## config.mk

```make
export PLATFORM = sky130hd
export DESIGN_NAME = flac_frame_header_checker_core
export DESIGN_NICKNAME = d
export VERILOG_FILES = /design/src/hdl/ffhc_pkg.sv /design/src/hdl/flac_frame_header_checker_core.sv
export VERILOG_INCLUDE_DIRS = /design/src /design/src/hdl
export SDC_FILE = /design/constraint.sdc
export NUM_CORES = 1
export LEC_CHECK = 0
export BUFFER_PORTS_ARGS = -buffer_cell sky130_fd_sc_hd__buf_2
export CAP_MARGIN = 20
export CORE_ASPECT_RATIO = 1.75
export CORE_MARGIN = 3
export CORE_UTILIZATION = 55
export CTS_BUF_LIST = sky130_fd_sc_hd__clkbuf_4 sky130_fd_sc_hd__clkbuf_8
export DETAILED_ROUTE_END_ITERATION = 8
export PLACE_DENSITY_LB_ADDON = 0.1
export SLEW_MARGIN = 5
export SYNTH_ARGS = -nofsm -noshare
export SYNTH_HDL_FRONTEND = slang
export SYNTH_SLANG_ARGS = --single-unit
```

## constraint.sdc

```tcl
create_clock -name clk -period 13.7 [get_ports clk]
set_clock_uncertainty 0.1 [all_clocks]
set_input_delay 0 -clock clk [delete_from_list [all_inputs] [get_ports clk]]
set_output_delay 0 -clock clk [all_outputs]
set_load 0.1 [all_outputs]
```

## src/hdl/flac_frame_header_checker_core_defines.svh

```systemverilog
// assertion macros for the flac frame header checker
// used by hdl/flac_frame_header_checker_core.sv, needs clk and rst_n in scope
`ifndef FLAC_FRAME_HEADER_CHECKER_CORE_DEFINES_SVH
`define FLAC_FRAME_HEADER_CHECKER_CORE_DEFINES_SVH

// same-cycle implication, checked outside reset
`define FFHC_ASSERT_IMPLY(label, ante, cons, msg) \
    label: assert property (@(posedge clk) disable iff (!rst_n) (ante) |-> (cons)) \
        else $error(msg);

// next-cycle implication, checked outside reset
`define FFHC_ASSERT_NEXT(label, ante, cons, msg) \
    label: assert property (@(posedge clk) disable iff (!rst_n) (ante) |=> (cons)) \
        else $error(msg);

`endif

```

## src/hdl/ffhc_pkg.sv

```systemverilog
// types, codes and helper functions of the flac frame header checker
// no dependencies; imported by hdl/flac_frame_header_checker_core.sv
package ffhc_pkg;

    localparam int MAX_HEADER_BYTES = 16;
    localparam int BPOS_W = $clog2(MAX_HEADER_BYTES + 1);

    // verdict codes
    localparam logic [3:0] ST_VALID     = 4'd0;
    localparam logic [3:0] ST_BAD_SYNC  = 4'd1;
    localparam logic [3:0] ST_RATE_RSVD = 4'd2;
    localparam logic [3:0] ST_CHAN_RSVD = 4'd3;
    localparam logic [3:0] ST_BPS_RSVD  = 4'd4;
    localparam logic [3:0] ST_BAD_UTF8  = 4'd5;
    localparam logic [3:0] ST_TRUNC     = 4'd6;
    localparam logic [3:0] ST_CRC       = 4'd7;
    localparam logic [3:0] ST_ZERO_SIZE = 4'd8;

    // fixed header byte positions
    localparam logic [BPOS_W-1:0] POS_SYNC_HI = BPOS_W'(0);
    localparam logic [BPOS_W-1:0] POS_SYNC_LO = BPOS_W'(1);
    localparam logic [BPOS_W-1:0] POS_SIZE_RATE = BPOS_W'(2);
    localparam logic [BPOS_W-1:0] POS_CHAN_BPS = BPOS_W'(3);
    localparam logic [BPOS_W-1:0] POS_NUMBER = BPOS_W'(4);

    // special code values
    localparam logic [3:0] SIZE_EXPL8   = 4'd6;
    localparam logic [3:0] SIZE_EXPL16  = 4'd7;
    localparam logic [3:0] RATE_EXPL8   = 4'd12;
    localparam logic [3:0] RATE_EXPL16A = 4'd13;
    localparam logic [3:0] RATE_EXPL16B = 4'd14;
    localparam logic [3:0] RATE_RSVD    = 4'd15;
    localparam logic [3:0] CHAN_MAX     = 4'd10;
    localparam logic [2:0] BPS_RSVD     = 3'd3;
    localparam logic [7:0] SYNC_HI      = 8'hFF;
    localparam logic [7:0] SYNC_LO_FIX  = 8'hF8;
    localparam logic [7:0] SYNC_LO_VAR  = 8'hF9;
    localparam logic [7:0] CRC_POLY     = 8'h07;

    typedef struct packed {
        logic [7:0] data_byte;
        logic       first;
        logic       last_available;
    } ffhc_in_t;

    typedef struct packed {
        logic [3:0]  status;
        logic [16:0] block_size;
        logic [4:0]  header_length;
        logic [35:0] frame_or_sample_number;
        logic        variable_blocking;
        logic [3:0]  rate_code;
        logic [3:0]  channel_code;
        logic [2:0]  depth_code;
    } ffhc_out_t;

    // block size from the 4 bit size code, 0 for reserved and explicit codes
    function automatic logic [16:0] size_table(input logic [3:0] code);
        logic [16:0] v;
        case (code)
            4'd1:    v = 17'd192;
            4'd2:    v = 17'd576;
            4'd3:    v = 17'd1152;
            4'd4:    v = 17'd2304;
            4'd5:    v = 17'd4608;
            4'd8:    v = 17'd256;
            4'd9:    v = 17'd512;
            4'd10:   v = 17'd1024;
            4'd11:   v = 17'd2048;
            4'd12:   v = 17'd4096;
            4'd13:   v = 17'd8192;
            4'd14:   v = 17'd16384;
            4'd15:   v = 17'd32768;
            default: v = 17'd0;
        endcase
        return v;
    endfunction

    // crc-8, msb first, one byte per call
    function automatic logic [7:0] crc8_next(input logic [7:0] c, input logic [7:0] b);
        logic [7:0] v;
        v = c ^ b;
        for (int i = 0; i < 8; i++) begin
            v = v[7] ? ({v[6:0], 1'b0} ^ CRC_POLY) : {v[6:0], 1'b0};
        end
        return v;
    endfunction

    // count of leading one bits, 0 to 8
    function automatic logic [3:0] lead_ones(input logic [7:0] b);
        logic [3:0] n;
        logic       run;
        n = 4'd0;
        run = 1'b1;
        for (int i = 7; i >= 0; i--) begin
            run = run & b[i];
            n = n + {3'd0, run};
        end
        return n;
    endfunction

endpackage

```

## src/hdl/flac_frame_header_checker_core.sv

```systemverilog
// flac frame header checker: byte-wise header parse, code checks and crc-8
// depends on hdl/ffhc_pkg.sv and hdl/flac_frame_header_checker_core_defines.svh
//
// usage
//   hdr_byte channel: one header byte per transfer with first and last_available
//   flags; first opens a new candidate (dropping any open one), bytes with first
//   low while no candidate is open are taken and ignored
//   verdict channel: at most one transfer per candidate carrying status and the
//   decoded fields, issued at the crc byte, at the first byte that shows an error,
//   or at a byte flagged last_available before the header is complete
// timing
//   a byte lands in the input register on the edge of its transfer; the parse
//   then loads the verdict register, which offers the verdict, once the pipe
//   advances; one byte per cycle is sustained unless a held verdict stalls it;
//   the per-byte crc update, code checks and field capture all sit between the
//   input register and the verdict register
// reset
//   rst_n clears both valid flags and the parse state; the first candidate
//   needs a byte flagged first
// backpressure
//   while a verdict waits with verdict_ready low, the input register holds
//   its byte and hdr_byte_ready stays low once that register is full
`include "flac_frame_header_checker_core_defines.svh"

module flac_frame_header_checker_core
    import ffhc_pkg::*;
(
    input  logic      clk,
    input  logic      rst_n,
    input  logic      hdr_byte_valid,
    output logic      hdr_byte_ready,
    input  ffhc_in_t  hdr_byte,
    output logic      verdict_valid,
    input  logic      verdict_ready,
    output ffhc_out_t verdict
);

    // input register
    logic     in_valid_reg;
    ffhc_in_t in_item_reg;

    // verdict register
    logic      out_valid_reg;
    ffhc_out_t out_item_reg;
    ffhc_out_t out_item_next;
    logic      res_valid;

    // parse state
    logic [BPOS_W-1:0] pos_reg, pos_next;
    logic              active_reg, active_next;
    logic [7:0]        crc_reg, crc_next;
    logic [3:0]        size_code_reg, size_code_next;
    logic [3:0]        rate_code_reg, rate_code_next;
    logic [3:0]        chan_code_reg, chan_code_next;
    logic [2:0]        depth_code_reg, depth_code_next;
    logic              variable_reg, variable_next;
    logic [35:0]       number_reg, number_next;
    logic [2:0]        utf8_left_reg, utf8_left_next;
    logic [2:0]        opt_left_reg, opt_left_next;
    logic [15:0]       size_acc_reg, size_acc_next;

    logic advance;
    logic fire;
    logic in_xfer;

    // state after the optional restart on first
    logic [BPOS_W-1:0] pos_e;
    logic              active_e;
    logic [7:0]        crc_e;
    logic [3:0]        size_code_e;
    logic [3:0]        rate_code_e;
    logic [35:0]       number_e;
    logic [2:0]        utf8_left_e;
    logic [2:0]        opt_left_e;
    logic [15:0]       size_acc_e;

    logic [7:0]  b;
    logic [3:0]  n_lead;
    logic [7:0]  num_mask;
    logic [1:0]  size_x;
    logic [1:0]  rate_x;
    logic        found;
    logic [3:0]  st;
    logic        crc_byte;
    logic [16:0] bsize;

    // the pipe moves whenever the verdict register is free or being drained
    assign advance        = !out_valid_reg || verdict_ready;
    assign fire           = in_valid_reg && advance;
    assign hdr_byte_ready = !in_valid_reg || advance;
    assign in_xfer        = hdr_byte_valid && hdr_byte_ready;
    assign verdict_valid  = out_valid_reg;
    assign verdict        = out_item_reg;

    always_comb
    begin
        b = in_item_reg.data_byte;

        // restart clears everything and opens a candidate
        if (in_item_reg.first)
        begin
            pos_e       = '0;
            active_e    = 1'b1;
            crc_e       = '0;
            size_code_e = '0;
            rate_code_e = '0;
            number_e    = '0;
            utf8_left_e = '0;
            opt_left_e  = '0;
            size_acc_e  = '0;
            chan_code_next  = '0;
            depth_code_next = '0;
            variable_next   = 1'b0;
        end
        else
        begin
            pos_e       = pos_reg;
            active_e    = active_reg;
            crc_e       = crc_reg;
            size_code_e = size_code_reg;
            rate_code_e = rate_code_reg;
            number_e    = number_reg;
            utf8_left_e = utf8_left_reg;
            opt_left_e  = opt_left_reg;
            size_acc_e  = size_acc_reg;
            chan_code_next  = chan_code_reg;
            depth_code_next = depth_code_reg;
            variable_next   = variable_reg;
        end

        pos_next       = pos_e;
        active_next    = active_e;
        crc_next       = crc_e;
        size_code_next = size_code_e;
        rate_code_next = rate_code_e;
        number_next    = number_e;
        utf8_left_next = utf8_left_e;
        opt_left_next  = opt_left_e;
        size_acc_next  = size_acc_e;

        // optional bytes after the number, from codes already captured
        size_x = (size_code_e == SIZE_EXPL8) ? 2'd1 :
                 (size_code_e == SIZE_EXPL16) ? 2'd2 : 2'd0;
        rate_x = (rate_code_e == RATE_EXPL8) ? 2'd1 :
                 ((rate_code_e == RATE_EXPL16A) || (rate_code_e == RATE_EXPL16B)) ? 2'd2 : 2'd0;

        n_lead   = lead_ones(b);
        num_mask = 8'hFF >> (n_lead + 4'd1);

        found    = 1'b0;
        st       = ST_VALID;
        crc_byte = 1'b0;
        bsize    = '0;
        res_valid = 1'b0;

        if (active_e)
        begin
            if (pos_e == POS_SYNC_HI)
            begin
                if (b != SYNC_HI)
                begin
                    found = 1'b1;
                    st    = ST_BAD_SYNC;
                end
            end
            else if (pos_e == POS_SYNC_LO)
            begin
                if ((b != SYNC_LO_FIX) && (b != SYNC_LO_VAR))
                begin
                    found = 1'b1;
                    st    = ST_BAD_SYNC;
                end
                else
                begin
                    variable_next = b[0];
                end
            end
            else if (pos_e == POS_SIZE_RATE)
            begin
                size_code_next = b[7:4];
                rate_code_next = b[3:0];
                if (b[3:0] == RATE_RSVD)
                begin
                    found = 1'b1;
                    st    = ST_RATE_RSVD;
                end
            end
            else if (pos_e == POS_CHAN_BPS)
            begin
                chan_code_next  = b[7:4];
                depth_code_next = b[3:1];
                if (b[7:4] > CHAN_MAX)
                begin
                    found = 1'b1;
                    st    = ST_CHAN_RSVD;
                end
                else if (b[3:1] == BPS_RSVD)
                begin
                    found = 1'b1;
                    st    = ST_BPS_RSVD;
                end
            end
            else if (pos_e == POS_NUMBER)
            begin
                // lead byte of the utf-8 style number
                if (n_lead == 4'd0)
                begin
                    number_next    = {28'd0, b};
                    utf8_left_next = 3'd0;
                end
                else if ((n_lead == 4'd1) || (n_lead == 4'd8))
                begin
                    found = 1'b1;
                    st    = ST_BAD_UTF8;
                end
                else
                begin
                    number_next    = (n_lead == 4'd7) ? 36'd0 : {28'd0, b & num_mask};
                    utf8_left_next = 3'(n_lead - 4'd1);
                end
                opt_left_next = {1'b0, size_x} + {1'b0, rate_x};
            end
            else if (utf8_left_e != 3'd0)
            begin
                if (b[7:6] != 2'b10)
                begin
                    found = 1'b1;
                    st    = ST_BAD_UTF8;
                end
                else
                begin
                    number_next    = {number_e[29:0], b[5:0]};
                    utf8_left_next = utf8_left_e - 3'd1;
                end
            end
            else if (opt_left_e != 3'd0)
            begin
                // size bytes come before rate bytes
                if (opt_left_e > {1'b0, rate_x})
                begin
                    size_acc_next = {size_acc_e[7:0], b};
                end
                opt_left_next = opt_left_e - 3'd1;
            end
            else
            begin
                crc_byte = 1'b1;
                found    = 1'b1;
                if ((size_code_e == SIZE_EXPL8) || (size_code_e == SIZE_EXPL16))
                begin
                    bsize = {1'b0, size_acc_e} + 17'd1;
                end
                else
                begin
                    bsize = size_table(size_code_e);
                end
                if (b != crc_e)
                begin
                    st = ST_CRC;
                end
                else if (bsize == 17'd0)
                begin
                    st = ST_ZERO_SIZE;
                end
                else
                begin
                    st = ST_VALID;
                end
            end

            if (!found)
            begin
                crc_next = crc8_next(crc_e, b);
                if (pos_e < BPOS_W'(MAX_HEADER_BYTES))
                begin
                    pos_next = pos_e + BPOS_W'(1);
                end
                if (in_item_reg.last_available)
                begin
                    found = 1'b1;
                    st    = ST_TRUNC;
                end
            end

            if (found)
            begin
                res_valid   = 1'b1;
                active_next = 1'b0;
            end
        end

        out_item_next.status                 = st;
        out_item_next.block_size             = crc_byte ? bsize : 17'd0;
        out_item_next.header_length          = 5'(pos_e) + 5'd1;
        out_item_next.frame_or_sample_number = crc_byte ? number_e : 36'd0;
        out_item_next.variable_blocking      = variable_next;
        out_item_next.rate_code              = rate_code_next;
        out_item_next.channel_code           = chan_code_next;
        out_item_next.depth_code             = depth_code_next;
    end

    // control and parse state
    always_ff @(posedge clk or negedge rst_n)
    begin
        if (!rst_n)
        begin
            in_valid_reg   <= 1'b0;
            out_valid_reg  <= 1'b0;
            pos_reg        <= '0;
            active_reg     <= 1'b0;
            crc_reg        <= '0;
            size_code_reg  <= '0;
            rate_code_reg  <= '0;
            chan_code_reg  <= '0;
            depth_code_reg <= '0;
            variable_reg   <= 1'b0;
            number_reg     <= '0;
            utf8_left_reg  <= '0;
            opt_left_reg   <= '0;
            size_acc_reg   <= '0;
        end
        else
        begin
            if (in_xfer)
            begin
                in_valid_reg <= 1'b1;
            end
            else if (advance)
            begin
                in_valid_reg <= 1'b0;
            end

            if (advance)
            begin
                out_valid_reg <= fire && res_valid;
            end

            if (fire)
            begin
                pos_reg        <= pos_next;
                active_reg     <= active_next;
                crc_reg        <= crc_next;
                size_code_reg  <= size_code_next;
                rate_code_reg  <= rate_code_next;
                chan_code_reg  <= chan_code_next;
                depth_code_reg <= depth_code_next;
                variable_reg   <= variable_next;
                number_reg     <= number_next;
                utf8_left_reg  <= utf8_left_next;
                opt_left_reg   <= opt_left_next;
                size_acc_reg   <= size_acc_next;
            end
        end
    end

    // payload registers
    always_ff @(posedge clk)
    begin
        if (in_xfer)
        begin
            in_item_reg <= hdr_byte;
        end
        if (fire && res_valid)
        begin
            out_item_reg <= out_item_next;
        end
    end

    // early verdicts carry no decoded size or number
    `FFHC_ASSERT_IMPLY(a_early_fields_zero,
        out_valid_reg && (out_item_reg.status != ST_VALID) &&
        (out_item_reg.status != ST_CRC) && (out_item_reg.status != ST_ZERO_SIZE),
        (out_item_reg.block_size == 17'd0) &&
        (out_item_reg.frame_or_sample_number == 36'd0),
        "early verdict carries decoded fields")

    // zero size status matches the reported size
    `FFHC_ASSERT_IMPLY(a_zero_size_match,
        out_valid_reg && ((out_item_reg.status == ST_VALID) ||
        (out_item_reg.status == ST_ZERO_SIZE)),
        (out_item_reg.block_size == 17'd0) == (out_item_reg.status == ST_ZERO_SIZE),
        "zero size status does not match block size")

    // a verdict closes the candidate
    `FFHC_ASSERT_NEXT(a_verdict_closes,
        fire && res_valid,
        !active_reg && out_valid_reg,
        "candidate still open after verdict")

    // byte counter saturates at the header limit
    `FFHC_ASSERT_IMPLY(a_pos_bound,
        1'b1,
        pos_reg <= BPOS_W'(MAX_HEADER_BYTES),
        "byte position beyond header limit")

endmodule
```

# [After elaboration in Yosys (flattened, before gate mapping)]
# Memories as Yosys holds them, arrays and structs flattened.
# Index checks and enable logic that the tools add are counted.
[classes] addsub=14 magnitude_cmp=3 eq_ne=19 shifts=1 mux=149 n_bitwise=19 n_reduce_logical=18
[op_table] op="36-bit 2-to-1 mux" n=11
[op_table] op="16-bit 2-to-1 mux" n=10
[op_table] op="17-bit 2-to-1 mux" n=9
[op_table] op="3-bit 2-to-1 mux" n=39
[op_table] op="4-bit 2-to-1 mux" n=27
[op_table] op="1-bit 2-to-1 mux" n=40
[op_table] op="8-bit 2-to-1 mux" n=4
[op_table] op="8-bit inequality test (second input constant)" n=3
[op_table] op="3-bit inverter" n=8
[op_table] op="4-bit equality test (second input constant)" n=5
[op_table] op="5-bit 2-to-1 mux" n=4
[op_table] op="16-bit by 1-bit adder with 17-bit output (second input constant)" n=1
[op_table] op="17-bit zero test" n=1
[op_table] op="4-bit by 1-bit adder with 4-bit output" n=4
[op_table] op="4-bit by 3-bit equality test with 1-bit output (second input constant)" n=3
[op_table] op="5-bit by 2-bit equality test with 1-bit output (second input constant)" n=2
[op_table] op="2-bit 2-to-1 mux" n=5
[op_table] op="9-bit OR reduction" n=1
[op_table] op="3-bit by 1-bit subtractor with 3-bit output (second input constant)" n=3
[op_table] op="8-bit AND" n=1
[op_table] op="8-bit inequality test" n=1
[op_table] op="8-bit by 4-bit right shift with 8-bit output (first input constant)" n=1
[op_table] op="8-bit bitwise XOR" n=1
[op_table] op="1-bit AND" n=7
[op_table] op="other kinds (22)" n=32
[word_totals] register_bits=174 mem_bits_ro=160 in_bits=14 out_inout_bits=76 wordCells=249 memories=1
[memory_table] name="(no name shown)" depth=16 width=10 rd=1 rd_ports_with_merged_regs=0 write_ports=0 line="ffhc_pkg.sv:60" rtl="case (code)"

# [Longest topological paths before layout]
[logic_depth] depth_word=24 depth_mapped=20 ltp_nobuf=18

# [Least setup slack after synthesis]
# No wires, ideal clock.
[synth_timing] path_type="reg2reg" start="register in_item_reg (netlist bit b[6])" end="register out_item_reg (netlist bit verdict[0]), enable pin" setup_ns=0.507 t_arrival_ns=7.398 required_time_ns=13.093 setup_slack_ns=5.695 path_stages_with_launch=19 n_path_buf=1 period_less_slack_ns=8.005 cell_sequence="edfxtp_1 clkbuf_1 and3_1 and3_1 nand3_1 fa_1 fa_1 inv_1 ha_1 fa_1 inv_1 ha_1 nand4b_1 mux2i_1 o21ai_1 a32oi_1 o21a_1 nor2_1 nor2_1"
[synth_between] elab_chain_cells=23 word_cells_on_any_way=42 cone_classes="add/sub (7); order compare (1); eq/ne (6); mux (17); bitwise (7); reduce/logical (4)"
[synth_lines] element="from (decl)" line="flac_frame_header_checker_core.sv:40" rtl="ffhc_in_t in_item_reg;"
[synth_lines] element="from (signal assigned)" line="flac_frame_header_checker_core.sv:361" rtl="in_item_reg <= hdr_byte;"
[synth_lines] element="1-bit AND" line="ffhc_pkg.sv:96" rtl="run = run & b[i];"
[synth_lines] element="1-bit by 1-bit adder with 2-bit output / 1-bit AND (equally long branches)" line="ffhc_pkg.sv:97, ffhc_pkg.sv:96"
[synth_lines] element="2-bit by 1-bit adder with 3-bit output / 1-bit AND (equally long branches)" line="ffhc_pkg.sv:97, ffhc_pkg.sv:96"
[synth_lines] element="3-bit by 1-bit adder with 4-bit output / 1-bit AND (equally long branches)" line="ffhc_pkg.sv:97, ffhc_pkg.sv:96"
[synth_lines] element="4-bit by 1-bit adder with 4-bit output / 1-bit AND (equally long branches) (3 in a row)" line="ffhc_pkg.sv:97, ffhc_pkg.sv:96"
[synth_lines] element="4-bit by 1-bit adder with 4-bit output" line="ffhc_pkg.sv:97" rtl="n = n + {3'd0, run};"
[synth_lines] element="4-bit by 1-bit equality test with 1-bit output / 4-bit equality test (equally long branches)" line="flac_frame_header_checker_core.sv:211" rtl="else if ((n_lead == 4'd1) || (n_lead == 4'd8))"
[synth_lines] element="1-bit logical OR" line="flac_frame_header_checker_core.sv:211"
[synth_lines] element="[... 5 more ...]"
[synth_lines] element="1-bit 2-to-1 mux" line="flac_frame_header_checker_core.sv:166" rtl="else if (pos_e == POS_SYNC_LO)"
[synth_lines] element="1-bit 2-to-1 mux (*)" line="flac_frame_header_checker_core.sv:158" rtl="if (pos_e == POS_SYNC_HI)"
[synth_lines] element="1-bit 2-to-1 mux (*)" line="flac_frame_header_checker_core.sv:156" rtl="if (active_e)"
[synth_lines] element="1-bit 2-to-1 mux (*)" line="flac_frame_header_checker_core.sv:271" rtl="if (!found)"
[synth_lines] element="1-bit 2-to-1 mux (*)" line="flac_frame_header_checker_core.sv:156"
[synth_lines] element="1-bit 2-to-1 mux (*)" line="flac_frame_header_checker_core.sv:285" rtl="if (found)"
[synth_lines] element="1-bit 2-to-1 mux (*)" line="flac_frame_header_checker_core.sv:156"
[synth_lines] element="1-bit logical AND (*)" line="flac_frame_header_checker_core.sv:363" rtl="if (fire && res_valid)"
[synth_lines] element="to (signal assigned)" line="flac_frame_header_checker_core.sv:365" rtl="out_item_reg <= out_item_next;"
[synth_lines] element="to (decl)" line="flac_frame_header_checker_core.sv:44" rtl="ffhc_out_t out_item_reg;"
# Mark *: on every way between the ends. The rest lies on a longest branch, timed or not. The select of a mux whose other input is x is not followed.
# A chain may end at the register's enable or synchronous reset.

# [Final worst setup path]
[layout_timing] start="register in_item_reg (netlist bit b[6])" end="register out_item_reg (netlist bit verdict[48]), enable pin"
# The elaborated chain is that of the path after synthesis.

==> out/qor.csv <==
stage,metric,value,unit
finish,antenna_cells,0,
sta,setup_viol,0,
clock_network,cts_tree,done,
clock_network,path_clk_slew,100,ps
global_route,grt_max_degree,77,
clock_network,h-tree-depth,4,
yosys,synth_top_area_share,26.2,%
sta,hold-worst-slack,111,ps
clock_network,post-cts-setup-buffer-count,0,
power,swShare,45.1,%
yosys,ys_top_cells_by_count,"nand2_1, dfrtp_1, o21ai_0, edfxtp_1, nor2_1",
global_route,grt_remaining_overflow,0,
critical_path,crit_chain,and3_1 -> and3_1 -> nand3_1 -> fa_1 -> fa_1 -> inv_1 -> ha_1 -> fa_1 -> inv_1 -> ha_1 -> nand4b_1 -> mux2i_1 -> o21ai_1 -> a32oi_1 -> o21a_1 -> nor2_1 -> nor2_4 -> buf_4,
finish,layout-drive-gt1-share,14.4,%
global_route,grt_use_total,26.3,%
critical_path,cp_num_buf_inv,3,
sta,tns,0,ps
clock_network,cts_resized,0,
route,drcViolationCount,0,
power,power_frac_clock,21.5,%
placement,dpl_worst_slack,6980,ps
worst_hold_path,min_path_type,in2reg,
die,dieArea,0.0192,mm^2
route,detail_route.first_pass.iterations,5,
job,maxCapViolCount,0,
placement,place_congestion,0.938,
yosys,synth_most_common_cell,nand2_1,
die,core,0.0171,mm^2
critical_path,cp-start-kind,flop,
yosys,netlist_instances,985,
yosys,syn_nets,1034,
yosys,yosysSeqAreaShare,49.5,%
yosys,synth-edff-count,84,
yosys,synth_cell_types,78,
global_route,grt_util_met3,4.29,%
finish,multi_input_area,0.00451,mm^2
route,ant_nets,0,
clock_network,cts.sink_count,174,
die,num_io_pins,90,
finish,fillers,1498,
critical_path,crit_fanout,41,
power,p_int,0.000885,W
yosys,synth_area_leaders,"edfxtp_1, dfrtp_1, nand2_1",
route,via_count,7641,
critical_path,crit_top_cell,fa_1,
clock_network,clock_latency,490,ps
global_route,top_usage_layer,met2,
finish,regArea,0.00477,mm^2
route,wl,24.1,mm
global_route,grt_pass1_wl,39.9,mm
placement,hpwl,16.8,mm
clock_network,cts_buffer_depth,2,
clock_network,cts_hold_buffers,15,
critical_path,cp_data_arrival_time,6780,ps
power,p_leak,4.68,nW
power,switchingPower,0.000727,W
critical_path,worstPathRequired,13730,ps
power,p_comb_share,37.3,%
yosys,synth_seq_cells,174,
die,die_w,106,um
finish,area_delta_synth_final,11.7,%
finish,largest_reg_flops,74,
route,via_per_inst,5.87,
yosys,syn_area,0.00964,mm^2
yosys,avgSynthCellArea,9.79,um^2
critical_path,crit_type,reg2reg,
power,p_per_area,150,mW/mm^2
yosys,synth_top_area_cell,edfxtp_1,
die,row_count,63,
global_route,grt_use_met1,31.6,%
placement,io_buffers,89,
sta,worst_pin_slew,1080,ps
power,ir_drop,0.0998,mV
yosys,ys.flop_type,dfrtp_1,
clock_network,numCtsBuffers,17,
sta,slew_viol_final,0,
sta,maxSlewHeadroom,28.2,%
global_route,antenna_found_initial,0,
die,dieHeight,181,um
sta,fin_ws,6940,ps
critical_path,endpoint_kind,flop,
sta,min_period_over_period,49.3,%
critical_path,crit_family,adder cells,
finish,nets,1111,
clock_network,cts_root_buf,clkbuf_8,
sta,finalHoldViolations,0,
global_route,grt_pass1_vias,7588,
critical_path,slowest_delay,780,ps
yosys,yosysWarningCount,0,
run_status,status,completed,
sta,post-route-min-period,6760,ps
global_route,grt_use_met2,46.3,%
sta,fmax,148,MHz
die,start_util,56.4,%
route,drt_iter0_markers,405,
sta,rsz0062_at_grt,no,
route,wire_per_inst,18.5,um
yosys,ys_async_sr_fraction,51.7,%
critical_path,cpMaxStageDelayCell,nor2_4,
power,power_frac_seq,41.2,%
[final cells by class]
class                   count  share of cell area [%]
flip-flops and latches    174                    44.3
clock inverters            13                    1.20
repair buffers            115                    6.53
multi-input cells         721                    41.9
inverters                  33                    1.15
well taps                 227                    2.64
clock buffers              19                    2.31
[logic make-up (layout without fill, tap and decap cells)]
group           Yosys count  count (layout)  synth area share, %
compound gates          262             262                 17.0
xor+xnor                 40              40                 3.63
fa+ha+maj                35              35                 4.85
flops                   174             174                 49.5
mux                      16              16                 2.38
simple gates            368             368                 18.7
buf+inv                  90             180                 3.84
[per-layer routing]
| layer | wire [um] | up-vias |
|---|---|---|
| met3 | 1120 | 60 |
| li1 | - | 3651 |
| met5 | 0 | - |
| met1 | 9520 | 3694 |
| met2 | 12600 | 236 |
| met4 | 886 | 0 |
[final timing paths]
path,slack (ps),cells past startpoint,endpoint,start
hold reg to reg,370,2,chan_code_reg[1],chan_code_reg[1]
setup reg to reg,6940,18,verdict[48],b[6]
max in group asynchronous,11940,4,pos_reg[2],rst_n
setup / recovery,6940,18,verdict[48],b[6]
min in group asynchronous,470,4,verdict_valid,rst_n
hold / removal,110,2,in_item_reg[1],hdr_byte[1]
[stage by stage]
stage / total power (W) / utilization [%] / area (um^2) / cells
floorplan: 0.00116 / - / 9640 / 985
global placement: 0.00127 / 59.7 / 10200 / 1253
detailed placement: 0.00127 / 59.7 / 10200 / 1253
CTS: 0.00162 / 62.8 / 10700 / 1300
global route: 0.00168 / 63.0 / 10800 / 1302
finish: 0.00161 / 63.0 / 10800 / 1302
[power by group through the flow]
stage	clock, W	combinational, W	sequential [W]
CTS	0.000353	0.000600	0.000664
global placement	0	0.000593	0.000673
global route	0.000373	0.000638	0.000672
floorplan	0	0.000233	0.000924
detailed placement	0	0.000595	0.000674
finish	0.000347	0.000602	0.000664
[cell usage in the layout (no fill, tap or decap), types with 4 or more instances in the layout]
master           n
fa_1             4
xnor2_1         26
o21ai_0         87
buf_4           10
a22o_1          16
mux2_4          11
nand2_1        131
nor2b_1         41
inv_1           32
nand2b_1         9
nand3_1         21
a31oi_1          5
a22oi_1         11
dlygate4sd3_1   16
inv_8            4
a21oi_1         52
a32oi_1          4
nor2_1          67
o22ai_1         18
edfxtp_1        84
nand4_1          8
dfrtp_1         90
nor3_1          15
and3_1           8
ha_1            31
and2_1          38
o21ai_1          4
a21o_1          22
clkbuf_8        17
xor2_1          14
buf_2           88
o211ai_1         8
Note: power is estimated with default switching activity, not from simulation.
